===== config.mk =====
export PLATFORM = sky130hd
export DESIGN_NAME = encoder_button_qualifier_flat
export DESIGN_NICKNAME = d
export VERILOG_FILES = /design/src/sv/ebq_pkg.sv /design/src/sv/ebq_if.sv /design/src/sv/encoder_button_qualifier.sv /design/src/sv/ebq_csr.sv /design/src/sv/ebq_encoder.sv /design/src/sv/ebq_button.sv /design/src/flat_wrapper.sv
export SDC_FILE = /design/constraint.sdc
export NUM_CORES = 1
export LEC_CHECK = 0
export BUFFER_PORTS_ARGS = -buffer_cell sky130_fd_sc_hd__buf_4
export CAP_MARGIN = 10
export CORE_MARGIN = 2
export CORE_UTILIZATION = 28
export CTS_BUF_LIST = sky130_fd_sc_hd__clkbuf_4 sky130_fd_sc_hd__clkbuf_8 sky130_fd_sc_hd__clkbuf_16
export CTS_CLUSTER_SIZE = 10
export DETAILED_ROUTE_END_ITERATION = 7
export REMOVE_ABC_BUFFERS = 1
export SLEW_MARGIN = 20
export SYNTH_ARGS = -nofsm -noshare
export SYNTH_HDL_FRONTEND = slang
export SYNTH_HIERARCHICAL = 1
export SYNTH_SLANG_ARGS = --single-unit

===== constraint.sdc =====
create_clock -name clock -period 14.3 [get_ports clock]
set_input_delay 0.715 -clock clock [delete_from_list [all_inputs] [get_ports clock]]
set_output_delay 0.715 -clock clock [all_outputs]
set_load 0.01 [all_outputs]

===== src/sv/ebq_pkg.sv =====
// ----------------------------------------------------------------------------
// ebq_pkg
// Shared types and constants for the encoder and button qualifier.
// ----------------------------------------------------------------------------
`default_nettype none

package ebq_pkg;

   localparam int unsigned TIME_W  = 32;
   localparam int unsigned POS_W   = 32;
   localparam int unsigned CFG_W   = 16;
   localparam int unsigned CSR_A_W = 1;

   localparam logic [CFG_W-1:0] DEBOUNCE_RESET   = 16'd30;
   localparam logic [CFG_W-1:0] LONG_PRESS_RESET = 16'd1500;

   typedef enum logic [CSR_A_W-1:0] {
      CSR_DEBOUNCE   = 1'b0,
      CSR_LONG_PRESS = 1'b1
   } csr_addr_type;

   // settings handed from the register block to the button logic
   typedef struct packed {
      logic [CFG_W-1:0] debounce_ms;
      logic [CFG_W-1:0] long_hold_ms;
   } cfg_type;

   // one accepted sample
   typedef struct packed {
      logic              chan_a;
      logic              chan_b;
      logic              button_level;
      logic [TIME_W-1:0] now_ms;
   } sample_type;

   // button events for one sample
   typedef struct packed {
      logic click;
      logic long_press;
      logic pressed;
   } btn_evt_type;

endpackage

`default_nettype wire


===== src/sv/ebq_if.sv =====
// ----------------------------------------------------------------------------
// ebq channel interfaces
// Valid/ready channels for samples, results and register writes.
// ----------------------------------------------------------------------------
`default_nettype none

interface ebq_req_if import ebq_pkg::*; ();
   logic              valid;
   logic              ready;
   logic              chan_a;
   logic              chan_b;
   logic              button_level;
   logic [TIME_W-1:0] now_ms;

   modport source (output valid, chan_a, chan_b, button_level, now_ms, input ready);
   modport sink   (input valid, chan_a, chan_b, button_level, now_ms, output ready);
endinterface

interface ebq_rsp_if import ebq_pkg::*; ();
   logic                    valid;
   logic                    ready;
   logic signed [POS_W-1:0] position;
   logic                    click;
   logic                    long_press;
   logic                    pressed;

   modport source (output valid, position, click, long_press, pressed, input ready);
   modport sink   (input valid, position, click, long_press, pressed, output ready);
endinterface

interface ebq_csr_if import ebq_pkg::*; ();
   logic               valid;
   logic               ready;
   logic [CSR_A_W-1:0] addr;
   logic [CFG_W-1:0]   data;

   modport source (output valid, addr, data, input ready);
   modport sink   (input valid, addr, data, output ready);
endinterface

`default_nettype wire


===== src/sv/encoder_button_qualifier.sv =====
// ----------------------------------------------------------------------------
// encoder_button_qualifier
// Rotary encoder position counter with debounced push button, click and
// long-press events, one result per sample.
// ----------------------------------------------------------------------------
//
//   channel   dir   handshake      payload
//   req_ch    in    valid/ready    chan_a, chan_b, button_level, now_ms
//   rsp_ch    out   valid/ready    position, click, long_press, pressed
//   csr_ch    in    valid/ready    addr (0 debounce_ms, 1 long_hold_ms), data
//
// one sample per cycle while rsp_ch is not stalled; each sample passes the
// sample register, then the result register around one pass of compare and
// add logic, before its result is offered on rsp_ch.
// reset is synchronous and restores the default times.
// a stall on rsp_ch holds the result register, then the sample register,
// and then drops req_ch.ready. register writes are taken in every cycle.
// ----------------------------------------------------------------------------
`default_nettype none

module encoder_button_qualifier import ebq_pkg::*; (
   input  wire logic clock,
   input  wire logic reset,
   ebq_req_if.sink   req_ch,
   ebq_rsp_if.source rsp_ch,
   ebq_csr_if.sink   csr_ch
);

   cfg_type     cfg;
   sample_type  sample_ff;
   logic        sample_valid_ff;
   logic        rsp_valid_ff;
   logic        advance;
   logic        step_en;

   logic signed [POS_W-1:0] position_in;
   logic signed [POS_W-1:0] position_ff;
   btn_evt_type             evt_in;
   btn_evt_type             evt_ff;

   assign advance      = !rsp_valid_ff || rsp_ch.ready;
   assign step_en      = sample_valid_ff && advance;
   assign req_ch.ready = !sample_valid_ff || advance;
   assign csr_ch.ready = 1'b1;

   ebq_csr u_csr (
      .clock   (clock),
      .reset   (reset),
      .wr_en   (csr_ch.valid),
      .wr_addr (csr_ch.addr),
      .wr_data (csr_ch.data),
      .cfg     (cfg)
   );

   always_ff @(posedge clock) begin
      if (reset) begin
         sample_valid_ff <= 1'b0;
      end else if (req_ch.ready) begin
         sample_valid_ff <= req_ch.valid;
      end
   end

   always_ff @(posedge clock) begin
      if (req_ch.valid && req_ch.ready) begin
         sample_ff.chan_a       <= req_ch.chan_a;
         sample_ff.chan_b       <= req_ch.chan_b;
         sample_ff.button_level <= req_ch.button_level;
         sample_ff.now_ms       <= req_ch.now_ms;
      end
   end

   ebq_encoder u_encoder (
      .clock       (clock),
      .reset       (reset),
      .step_en     (step_en),
      .chan_a      (sample_ff.chan_a),
      .chan_b      (sample_ff.chan_b),
      .position_in (position_in)
   );

   ebq_button u_button (
      .clock        (clock),
      .reset        (reset),
      .step_en      (step_en),
      .button_level (sample_ff.button_level),
      .now_ms       (sample_ff.now_ms),
      .cfg          (cfg),
      .evt          (evt_in)
   );

   always_ff @(posedge clock) begin
      if (reset) begin
         rsp_valid_ff <= 1'b0;
      end else if (advance) begin
         rsp_valid_ff <= sample_valid_ff;
      end
   end

   always_ff @(posedge clock) begin
      if (step_en) begin
         position_ff <= position_in;
         evt_ff      <= evt_in;
      end
   end

   assign rsp_ch.valid      = rsp_valid_ff;
   assign rsp_ch.position   = position_ff;
   assign rsp_ch.click      = evt_ff.click;
   assign rsp_ch.long_press = evt_ff.long_press;
   assign rsp_ch.pressed    = evt_ff.pressed;

   // a click ends a press, so it can never come with a long press
   a_click_excl_long: assert property (@(posedge clock) disable iff (reset)
      rsp_valid_ff |-> !(evt_ff.click && evt_ff.long_press))
      else $error("click and long press on one result");

   a_click_released: assert property (@(posedge clock) disable iff (reset)
      (rsp_valid_ff && evt_ff.click) |-> !evt_ff.pressed)
      else $error("click while button still held");

   a_long_held: assert property (@(posedge clock) disable iff (reset)
      (rsp_valid_ff && evt_ff.long_press) |-> evt_ff.pressed)
      else $error("long press while button released");

   // a sample at work and a waiting result both move once the output frees up
   a_pipe_moves: assert property (@(posedge clock) disable iff (reset)
      (sample_valid_ff && rsp_valid_ff && rsp_ch.ready) |=> rsp_valid_ff)
      else $error("result lost behind a drained output");

endmodule

`default_nettype wire


===== src/sv/ebq_csr.sv =====
// ----------------------------------------------------------------------------
// ebq_csr
// Debounce and long-press time registers.
// ----------------------------------------------------------------------------
`default_nettype none

module ebq_csr import ebq_pkg::*; (
   input  wire logic             clock,
   input  wire logic             reset,
   input  wire logic             wr_en,
   input  wire logic [CSR_A_W-1:0] wr_addr,
   input  wire logic [CFG_W-1:0] wr_data,
   output cfg_type               cfg
);

   logic [CFG_W-1:0] debounce_ff, debounce_in;
   logic [CFG_W-1:0] long_press_ff, long_press_in;

   always_comb begin
      debounce_in   = debounce_ff;
      long_press_in = long_press_ff;
      if (wr_en) begin
         unique case (csr_addr_type'(wr_addr))
            CSR_DEBOUNCE:   debounce_in   = wr_data;
            CSR_LONG_PRESS: long_press_in = wr_data;
            default: ;
         endcase
      end
   end

   always_ff @(posedge clock) begin
      if (reset) begin
         debounce_ff   <= DEBOUNCE_RESET;
         long_press_ff <= LONG_PRESS_RESET;
      end else begin
         debounce_ff   <= debounce_in;
         long_press_ff <= long_press_in;
      end
   end

   assign cfg.debounce_ms  = debounce_ff;
   assign cfg.long_hold_ms = long_press_ff;

endmodule

`default_nettype wire


===== src/sv/ebq_encoder.sv =====
// ----------------------------------------------------------------------------
// ebq_encoder
// Quadrature position counter, counting on rising edges of channel A.
// ----------------------------------------------------------------------------
`default_nettype none

module ebq_encoder import ebq_pkg::*; (
   input  wire logic             clock,
   input  wire logic             reset,
   input  wire logic             step_en,
   input  wire logic             chan_a,
   input  wire logic             chan_b,
   output logic signed [POS_W-1:0] position_in
);

   logic                    prev_a_ff, prev_a_in;
   logic signed [POS_W-1:0] count_ff;

   always_comb begin
      position_in = count_ff;
      if (chan_a && !prev_a_ff) begin
         // b low counts up, b high counts down
         if (chan_b) begin
            position_in = count_ff - POS_W'(1);
         end else begin
            position_in = count_ff + POS_W'(1);
         end
      end
      prev_a_in = chan_a;
   end

   always_ff @(posedge clock) begin
      if (reset) begin
         prev_a_ff <= 1'b1;
         count_ff  <= '0;
      end else if (step_en) begin
         prev_a_ff <= prev_a_in;
         count_ff  <= position_in;
      end
   end

endmodule

`default_nettype wire


===== src/sv/ebq_button.sv =====
// ----------------------------------------------------------------------------
// ebq_button
// Time-based button debounce with click and long-press detection.
// ----------------------------------------------------------------------------
`default_nettype none

module ebq_button import ebq_pkg::*; (
   input  wire logic              clock,
   input  wire logic              reset,
   input  wire logic              step_en,
   input  wire logic              button_level,
   input  wire logic [TIME_W-1:0] now_ms,
   input  wire cfg_type           cfg,
   output btn_evt_type            evt
);

   logic              stable_ff, stable_in;
   logic [TIME_W-1:0] last_change_ff, last_change_in;
   logic [TIME_W-1:0] press_start_ff, press_start_in;
   logic              long_fired_ff, long_fired_in;

   logic [TIME_W-1:0] since_change;
   logic [TIME_W-1:0] held_old;
   logic [TIME_W-1:0] held_new;
   logic              change;
   logic              press_edge;
   logic              release_edge;
   logic              fired_mid;
   logic              click;
   logic              long_press;

   always_comb begin
      since_change = now_ms - last_change_ff;
      held_old     = now_ms - press_start_ff;
      change       = (button_level != stable_ff) &&
                     (since_change > TIME_W'(cfg.debounce_ms));
      press_edge   = change && stable_ff;
      release_edge = change && !stable_ff;

      click = release_edge && !long_fired_ff && (held_old < TIME_W'(cfg.long_hold_ms));

      stable_in      = change ? button_level : stable_ff;
      last_change_in = change ? now_ms : last_change_ff;
      press_start_in = press_edge ? now_ms : press_start_ff;
      fired_mid      = press_edge ? 1'b0 : long_fired_ff;

      // a fresh press restarts the hold time at zero
      held_new   = press_edge ? '0 : held_old;
      long_press = !stable_in && !fired_mid && (held_new >= TIME_W'(cfg.long_hold_ms));
      long_fired_in = fired_mid || long_press;

      evt.click      = click;
      evt.long_press = long_press;
      evt.pressed    = !stable_in;
   end

   always_ff @(posedge clock) begin
      if (reset) begin
         stable_ff      <= 1'b1;
         last_change_ff <= '0;
         press_start_ff <= '0;
         long_fired_ff  <= 1'b0;
      end else if (step_en) begin
         stable_ff      <= stable_in;
         last_change_ff <= last_change_in;
         press_start_ff <= press_start_in;
         long_fired_ff  <= long_fired_in;
      end
   end

endmodule

`default_nettype wire

===== src/flat_wrapper.sv =====
// flat-port wrapper written by rule: the top's interface ports become plain ports
module encoder_button_qualifier_flat import ebq_pkg::*;
  (clock, reset, req_ch_valid, req_ch_chan_a, req_ch_chan_b, req_ch_button_level, req_ch_now_ms, req_ch_ready, rsp_ch_valid, rsp_ch_position, rsp_ch_click, rsp_ch_long_press, rsp_ch_pressed, rsp_ch_ready, csr_ch_valid, csr_ch_addr, csr_ch_data, csr_ch_ready);
  ebq_req_if req_ch_i ();
  ebq_rsp_if rsp_ch_i ();
  ebq_csr_if csr_ch_i ();
  input  wire logic clock;
  input  wire logic reset;
  input wire logic [$bits(req_ch_i.valid)-1:0] req_ch_valid;
  input wire logic [$bits(req_ch_i.chan_a)-1:0] req_ch_chan_a;
  input wire logic [$bits(req_ch_i.chan_b)-1:0] req_ch_chan_b;
  input wire logic [$bits(req_ch_i.button_level)-1:0] req_ch_button_level;
  input wire logic [$bits(req_ch_i.now_ms)-1:0] req_ch_now_ms;
  output wire logic [$bits(req_ch_i.ready)-1:0] req_ch_ready;
  output wire logic [$bits(rsp_ch_i.valid)-1:0] rsp_ch_valid;
  output wire logic [$bits(rsp_ch_i.position)-1:0] rsp_ch_position;
  output wire logic [$bits(rsp_ch_i.click)-1:0] rsp_ch_click;
  output wire logic [$bits(rsp_ch_i.long_press)-1:0] rsp_ch_long_press;
  output wire logic [$bits(rsp_ch_i.pressed)-1:0] rsp_ch_pressed;
  input wire logic [$bits(rsp_ch_i.ready)-1:0] rsp_ch_ready;
  input wire logic [$bits(csr_ch_i.valid)-1:0] csr_ch_valid;
  input wire logic [$bits(csr_ch_i.addr)-1:0] csr_ch_addr;
  input wire logic [$bits(csr_ch_i.data)-1:0] csr_ch_data;
  output wire logic [$bits(csr_ch_i.ready)-1:0] csr_ch_ready;
  assign req_ch_i.valid = req_ch_valid;
  assign req_ch_i.chan_a = req_ch_chan_a;
  assign req_ch_i.chan_b = req_ch_chan_b;
  assign req_ch_i.button_level = req_ch_button_level;
  assign req_ch_i.now_ms = req_ch_now_ms;
  assign req_ch_ready = req_ch_i.ready;
  assign rsp_ch_valid = rsp_ch_i.valid;
  assign rsp_ch_position = rsp_ch_i.position;
  assign rsp_ch_click = rsp_ch_i.click;
  assign rsp_ch_long_press = rsp_ch_i.long_press;
  assign rsp_ch_pressed = rsp_ch_i.pressed;
  assign rsp_ch_i.ready = rsp_ch_ready;
  assign csr_ch_i.valid = csr_ch_valid;
  assign csr_ch_i.addr = csr_ch_addr;
  assign csr_ch_i.data = csr_ch_data;
  assign csr_ch_ready = csr_ch_i.ready;
  encoder_button_qualifier u_core (.clock(clock), .reset(reset), .req_ch(req_ch_i), .rsp_ch(rsp_ch_i), .csr_ch(csr_ch_i));
endmodule

* Word level (Yosys, flattened, before mapping)
Cells that the tools add are included.
Word-level totals: input bits 57, register bits after elaboration 203, logic and storage cells 56
Operators by class: muxes and demuxes 5, $lt $le $gt $ge 3, add/subtract/negate cells 4, bitwise operators 1, reductions and logical operators 24, equality and inequality tests 1
Operator list (count):
- two-way mux 32 bit | 3
- subtractor 32 bit | 2
- adder 32 x 2 -> 32 bit, second input constant | 1
- >= comparator 32 x 16 -> 1 bit | 1
- greater-than comparator 32 x 16 -> 1 bit | 1
- less-than comparator 32 x 16 -> 1 bit | 1
- subtractor 32 x 2 -> 32 bit, second input constant | 1
- logical AND 1 bit | 10
- AND reduction 2 bit | 4
- logical NOT 1 bit | 7
- logical OR 1 bit | 3
- two-way mux 1 bit | 2
- inequality test 1 bit | 1
- NOT 1 bit | 1

* Depth between registers and ports, before layout
depth after elaboration 9, mapped depth 32

* Hierarchy
The synthesis kept the hierarchy.
Modules (own cells, without submodules):
- ebq_button | area an instance 8396.8 um2, times used 1, sequential area each 1321.3 um2, cells an instance 1159
- ebq_encoder | area an instance 3570.9 um2, times used 1, sequential area each 660.6 um2, cells an instance 480
- encoder_button_qualifier | area an instance 2217.1 um2, times used 1, sequential area each 2142.1 um2, cells an instance 82
- ebq_csr | area an instance 1326.3 um2, times used 1, sequential area each 640.6 um2, cells an instance 127

* Worst setup path after synthesis
OpenSTA, ideal clock, no wires.
path type flip-flop to flip-flop, start register u_core/sample_ff[0] (netlist name), end register u_core.u_button.long_fired_ff, required time 14.171 ns, setup slack 8.594 ns, data arrival time 5.577 ns, setup time 0.129 ns, stages on the path, launching flop included 31, buffers on the path 1, cell sequence edfxtp_1 -> inv_1 -> ha_1 -> fa_1 -> nand2b_1 -> a21oi_1 -> o21ai_1 -> o21ai_0 -> xor2_1 -> ha_1 -> nand4_1 -> a21oi_1 -> a211oi_1 -> a21oi_1 -> a2111oi_1 -> nand4_1 -> nor4_2 -> nor2_1 -> clkbuf_1 -> or2_1 -> ha_1 -> nand2b_1 -> a21oi_1 -> nor2b_1 -> o21ai_0 -> o2bb2ai_1 -> o21ai_0 -> a21oi_1 -> nand3_1 -> o41ai_1 -> o32ai_2
Between the ends: word-level cells in the longest chain between the ends 9, elaborated cells on any way between the ends 14, those cells by class add/sub (2); order compare (2); mux (3); reduce/logical (7)
Ends and longest elaborated chain:
- branches (longest 8 deep; another with subtractor 32 bit)
- logical OR 1 bit (*) | RTL line ebq_button.sv:50 | long_fired_in = fired_mid || long_press;
- to (signal assigned) | RTL line ebq_button.sv:67 | long_fired_ff <= long_fired_in;
- to (decl) | RTL line ebq_button.sv:20 | logic long_fired_ff, long_fired_in;
Every way passes the cells marked *. A chain may end at the register's enable or synchronous reset.

* Worst setup path after layout
start register u_core/sample_ff[0] (netlist name), end register u_core.u_button.long_fired_ff
Between the ends: word-level cells in the longest chain between the ends 9, elaborated cells on any way between the ends 14, those cells by class add/sub (2); order compare (2); mux (3); reduce/logical (7)
Ends and longest elaborated chain (RTL line):
- branches (longest 8 deep; another with subtractor 32 bit)
- logical OR 1 bit (*) | ebq_button.sv:50
Marks and branches as above.

==> flow_summary.yaml <==
outcome:
  status: "completed"
clock_tree:
  cts-root-buf: "clkbuf_16"
  cts_tree: "built"
  cts_resized: 0
  clkTransAtPathRegs_ns: 0.06
  clkSinkCount: 203
  cts_setup_buffers: 0
  ctsHoldBuffers: 0
  h-tree-depth: 1
  clock_path_buffers: 3
  cts_made_buffers: 28
  clk_latency_ns: 0.59
route:
  met1_length_um: 20200
  highest_layer: "met4"
  wl_per_cell_um: 17.6
  antenna_left: 0
  firstDrtPassIters: 5
  drt_iter0_drc: 1147
  wirelength_um: 46500
  vias: 14100
  wl_met3_um: 2280
  vias_per_cell: 5.33
  route.met2.wl_um: 22200
  drc_errors: 0
synth:
  synth_top_area_frac: 0.172
  ys_async_sr_fraction: 0
  yosys-top-cells-area: "dfxtp_1, edfxtp_1, ha_1"
  yosys_warnings: 6
  synth_cell_types: 107
  syn_inst: 1848
  synth_top_area_cell: "dfxtp_1"
  synth_commonest_cells: "a21oi_1, ha_1, nand2_1, dfxtp_1, inv_1"
  synth_area_per_cell_um2: 8.39
  netlist_area_um2: 15500
  yosysSeqAreaShare: 0.307
  synth.most_common_cell: "a21oi_1"
  synth_edf_count: 70
  synthFlopType: "dfxtp_1"
  ys_ff_latch: 203
critical_path:
  crit_arrival_ns: 7.29
  path_class: "flop to flop"
  worst-path-buf-inv: 3
  reg2reg_setup_slack_ns: 7.48
  cp_common_cell: "a21oi_1"
  cp_top_family: "compound AO/OA/AOI/OAI gates"
  cp_max_fo: 16
  worst_setup_path_end_kind: "flop"
  critPathSlowestCell: "fa_1"
  worstRegToRegCells: 30
  critPathMaxStageDelay_ns: 0.42
  worstReg2RegEnd: "u_core/u_button/long_fired_ff"
  worstReg2RegStart: "u_core/sample_ff[0]"
  path_depth: 30
  required_ns: 14.76
  crit_path_start_kind: "flop"
  timing.critical_path.to: "u_core/u_button/long_fired_ff"
  crit_path_start: "u_core/sample_ff[0]"
power_and_ir_drop:
  seqPwrFrac: 0.365
  p_leak_nw: 6.82
  power.switching_uw: 553
  p_int_mw: 1.21
  p_sw_frac: 0.314
  vdd_drop_max_mv: 0.0836
  clkPwrFrac: 0.406
  comb_power_share: 0.229
  powerDensity_nw_per_um2: 99.8
floorplanning:
  dieArea_um2: 57300
  io_pins: 95
  fp.dieW_um: 239
  rows: 86
  die_h_um: 239
  floorplan.initialDensity: 0.282
  core_area_um2: 55000
timing:
  slew_headroom: 0.387
  max_freq_mhz: 147
  worst_pin_slew_ns: 0.897
  fin_crit_sh: 0.477
  finalSetupViolations: 0
  grt_setup_unrepaired: "false"
  fin_worst_skew_ns: 0.0438
  finalMaxSlewViolations: 0
  min_period_ns: 6.82
  holdWs_ns: 0.299
  hold_viol: 0
  setup_tns_ns: 0
global_route:
  grt_antenna_before_repair: 0
  grt_pass1_wl_um: 73800
  grt.total_usage: 0.158
  grt-ovfl-total: 0
  grt_pass1_vias: 13900
  grt_max_degree: 80
layout:
  diodes: 0
  fill_cells: 5726
  syn2layout_area_growth_pct: 14.0
  final_nets: 2065
  drive_gt1_frac: 0.109
  fin_cells: 2635
job:
  drv_cap: 0
min_path:
  hp-class: "input port to flop"
placement:
  dp_hpwl_um: 33300
  gp_congestion: 0.946
  place_inst: 2584
  port-buffer-count: 93
==> placed cells by master, fill, tap and decap left out, types with 31 or more instances in the layout <==
master	instances
nand4_1	93
nand3_1	39
nand2_1	135
inv_1	127
mux2i_1	36
buf_4	106
xnor2_1	40
nand2b_1	40
edfxtp_1	70
o21ai_0	83
o31ai_1	75
nor3_1	31
dfxtp_1	133
ha_1	139
nor2_1	100
a21o_1	45
a21oi_1	177
o21a_1	38
==> flip-flops by register name, summed over array words and instances, names as in the netlist <==
signal and flops:
u_core/sample_ff 35, u_core/sample_valid_ff 1, u_core/u_button/last_change_ff 32, u_core/u_csr/debounce_ff 16, u_core/u_encoder/prev_a_ff 1, u_core/u_button/long_fired_ff 1
u_core/rsp_ch.valid 1, u_core/u_encoder/count_ff 32, u_core/u_button/stable_ff 1, u_core/rsp_ch.pressed 1, u_core/rsp_ch.long_press 1, u_core/rsp_ch.click 1
u_core/rsp_ch.position 32, u_core/u_button/press_start_ff 32, u_core/u_csr/long_press_ff 16
==> power by group through the flow <==
| stage | clock [mW] | sequential, mW | combinational (mW) |
|---|---|---|---|
| floorplan | 0 | 0.651 | 0.273 |
| global placement | 0 | 0.655 | 0.392 |
| detailed placement | 0 | 0.656 | 0.397 |
| CTS | 0.742 | 0.644 | 0.401 |
| global route | 0.762 | 0.647 | 0.447 |
| finish | 0.717 | 0.644 | 0.404 |
==> worst min path at each step <==
stage	start	to	cells past startpoint
finish	req_ch_now_ms[16]	u_core/sample_ff[16]	1
global route	req_ch_now_ms[15]	u_core/sample_ff[15]	1
CTS	req_ch_now_ms[16]	u_core/sample_ff[16]	1
detailed placement	u_core/u_csr/long_press_ff[7]	u_core/u_csr/long_press_ff[7]	1
global placement	u_core/u_csr/long_press_ff[7]	u_core/u_csr/long_press_ff[7]	1
floorplan	u_core/u_csr/long_press_ff[10]	u_core/u_csr/long_press_ff[10]	1
==> logic make-up (layout without fill, tap and decap cells) <==
kind of cell             count (synthesis)  count (layout)  share of synthesized area
AO/OA/AOI/OAI                          582             582                      0.253
XOR/XNOR                                67              67                     0.0378
adder cells (fa/ha/maj)                142             142                      0.116
buffers and inverters                  247             286                     0.0666
flip-flops                             203             203                      0.307
multiplexers                            38              38                     0.0249
other                                    1               1                   0.000242
AND/OR/NAND/NOR                        568             568                      0.194
==> worst register-to-register path, delay by kind of cell (launching register included) <==
family                   cells  cell delay (ns)
AO/OA/AOI/OAI               12             2.61
AND/OR/NAND/NOR             10             1.81
adder cells (fa/ha/maj)      4             1.20
buffers and inverters        3             0.58
flip-flops                   1             0.37
XOR/XNOR                     1             0.11
==> cell type report <==
cell class | instances | area, um^2 | area share
Clock buffer | 42 | 855 | 0.0483
Clock inverter | 9 | 101 | 0.00573
Inverter | 129 | 487 | 0.0275
Multi-Input combinational cell | 1398 | 9750 | 0.551
Sequential cell | 203 | 4760 | 0.269
Tap cell | 748 | 936 | 0.0529
Timing Repair Buffer | 106 | 796 | 0.0450
==> per-stage QoR <==
step | total power, mW | setup slack [ns] | util | area, um^2
detailed placement | 1.05 | 7.63 | 0.304 | 16700
global route | 1.86 | 6.97 | 0.322 | 17700
CTS | 1.79 | 7.58 | 0.322 | 17700
global placement | 1.05 | 7.83 | 0.304 | 16700
floorplan | 0.924 | 5.18 | - | 15000
finish | 1.76 | 7.48 | 0.322 | 17700
==> per-layer routing <==
metal / track usage / vias to the layer above
li1: - / 6876
met1: 0.199 / 6675
met2: 0.273 / 397
met3: 0.0227 / 102
met4: 0.0612 / 0
met5: 0 / -
(Power assumes the default switching activity.)
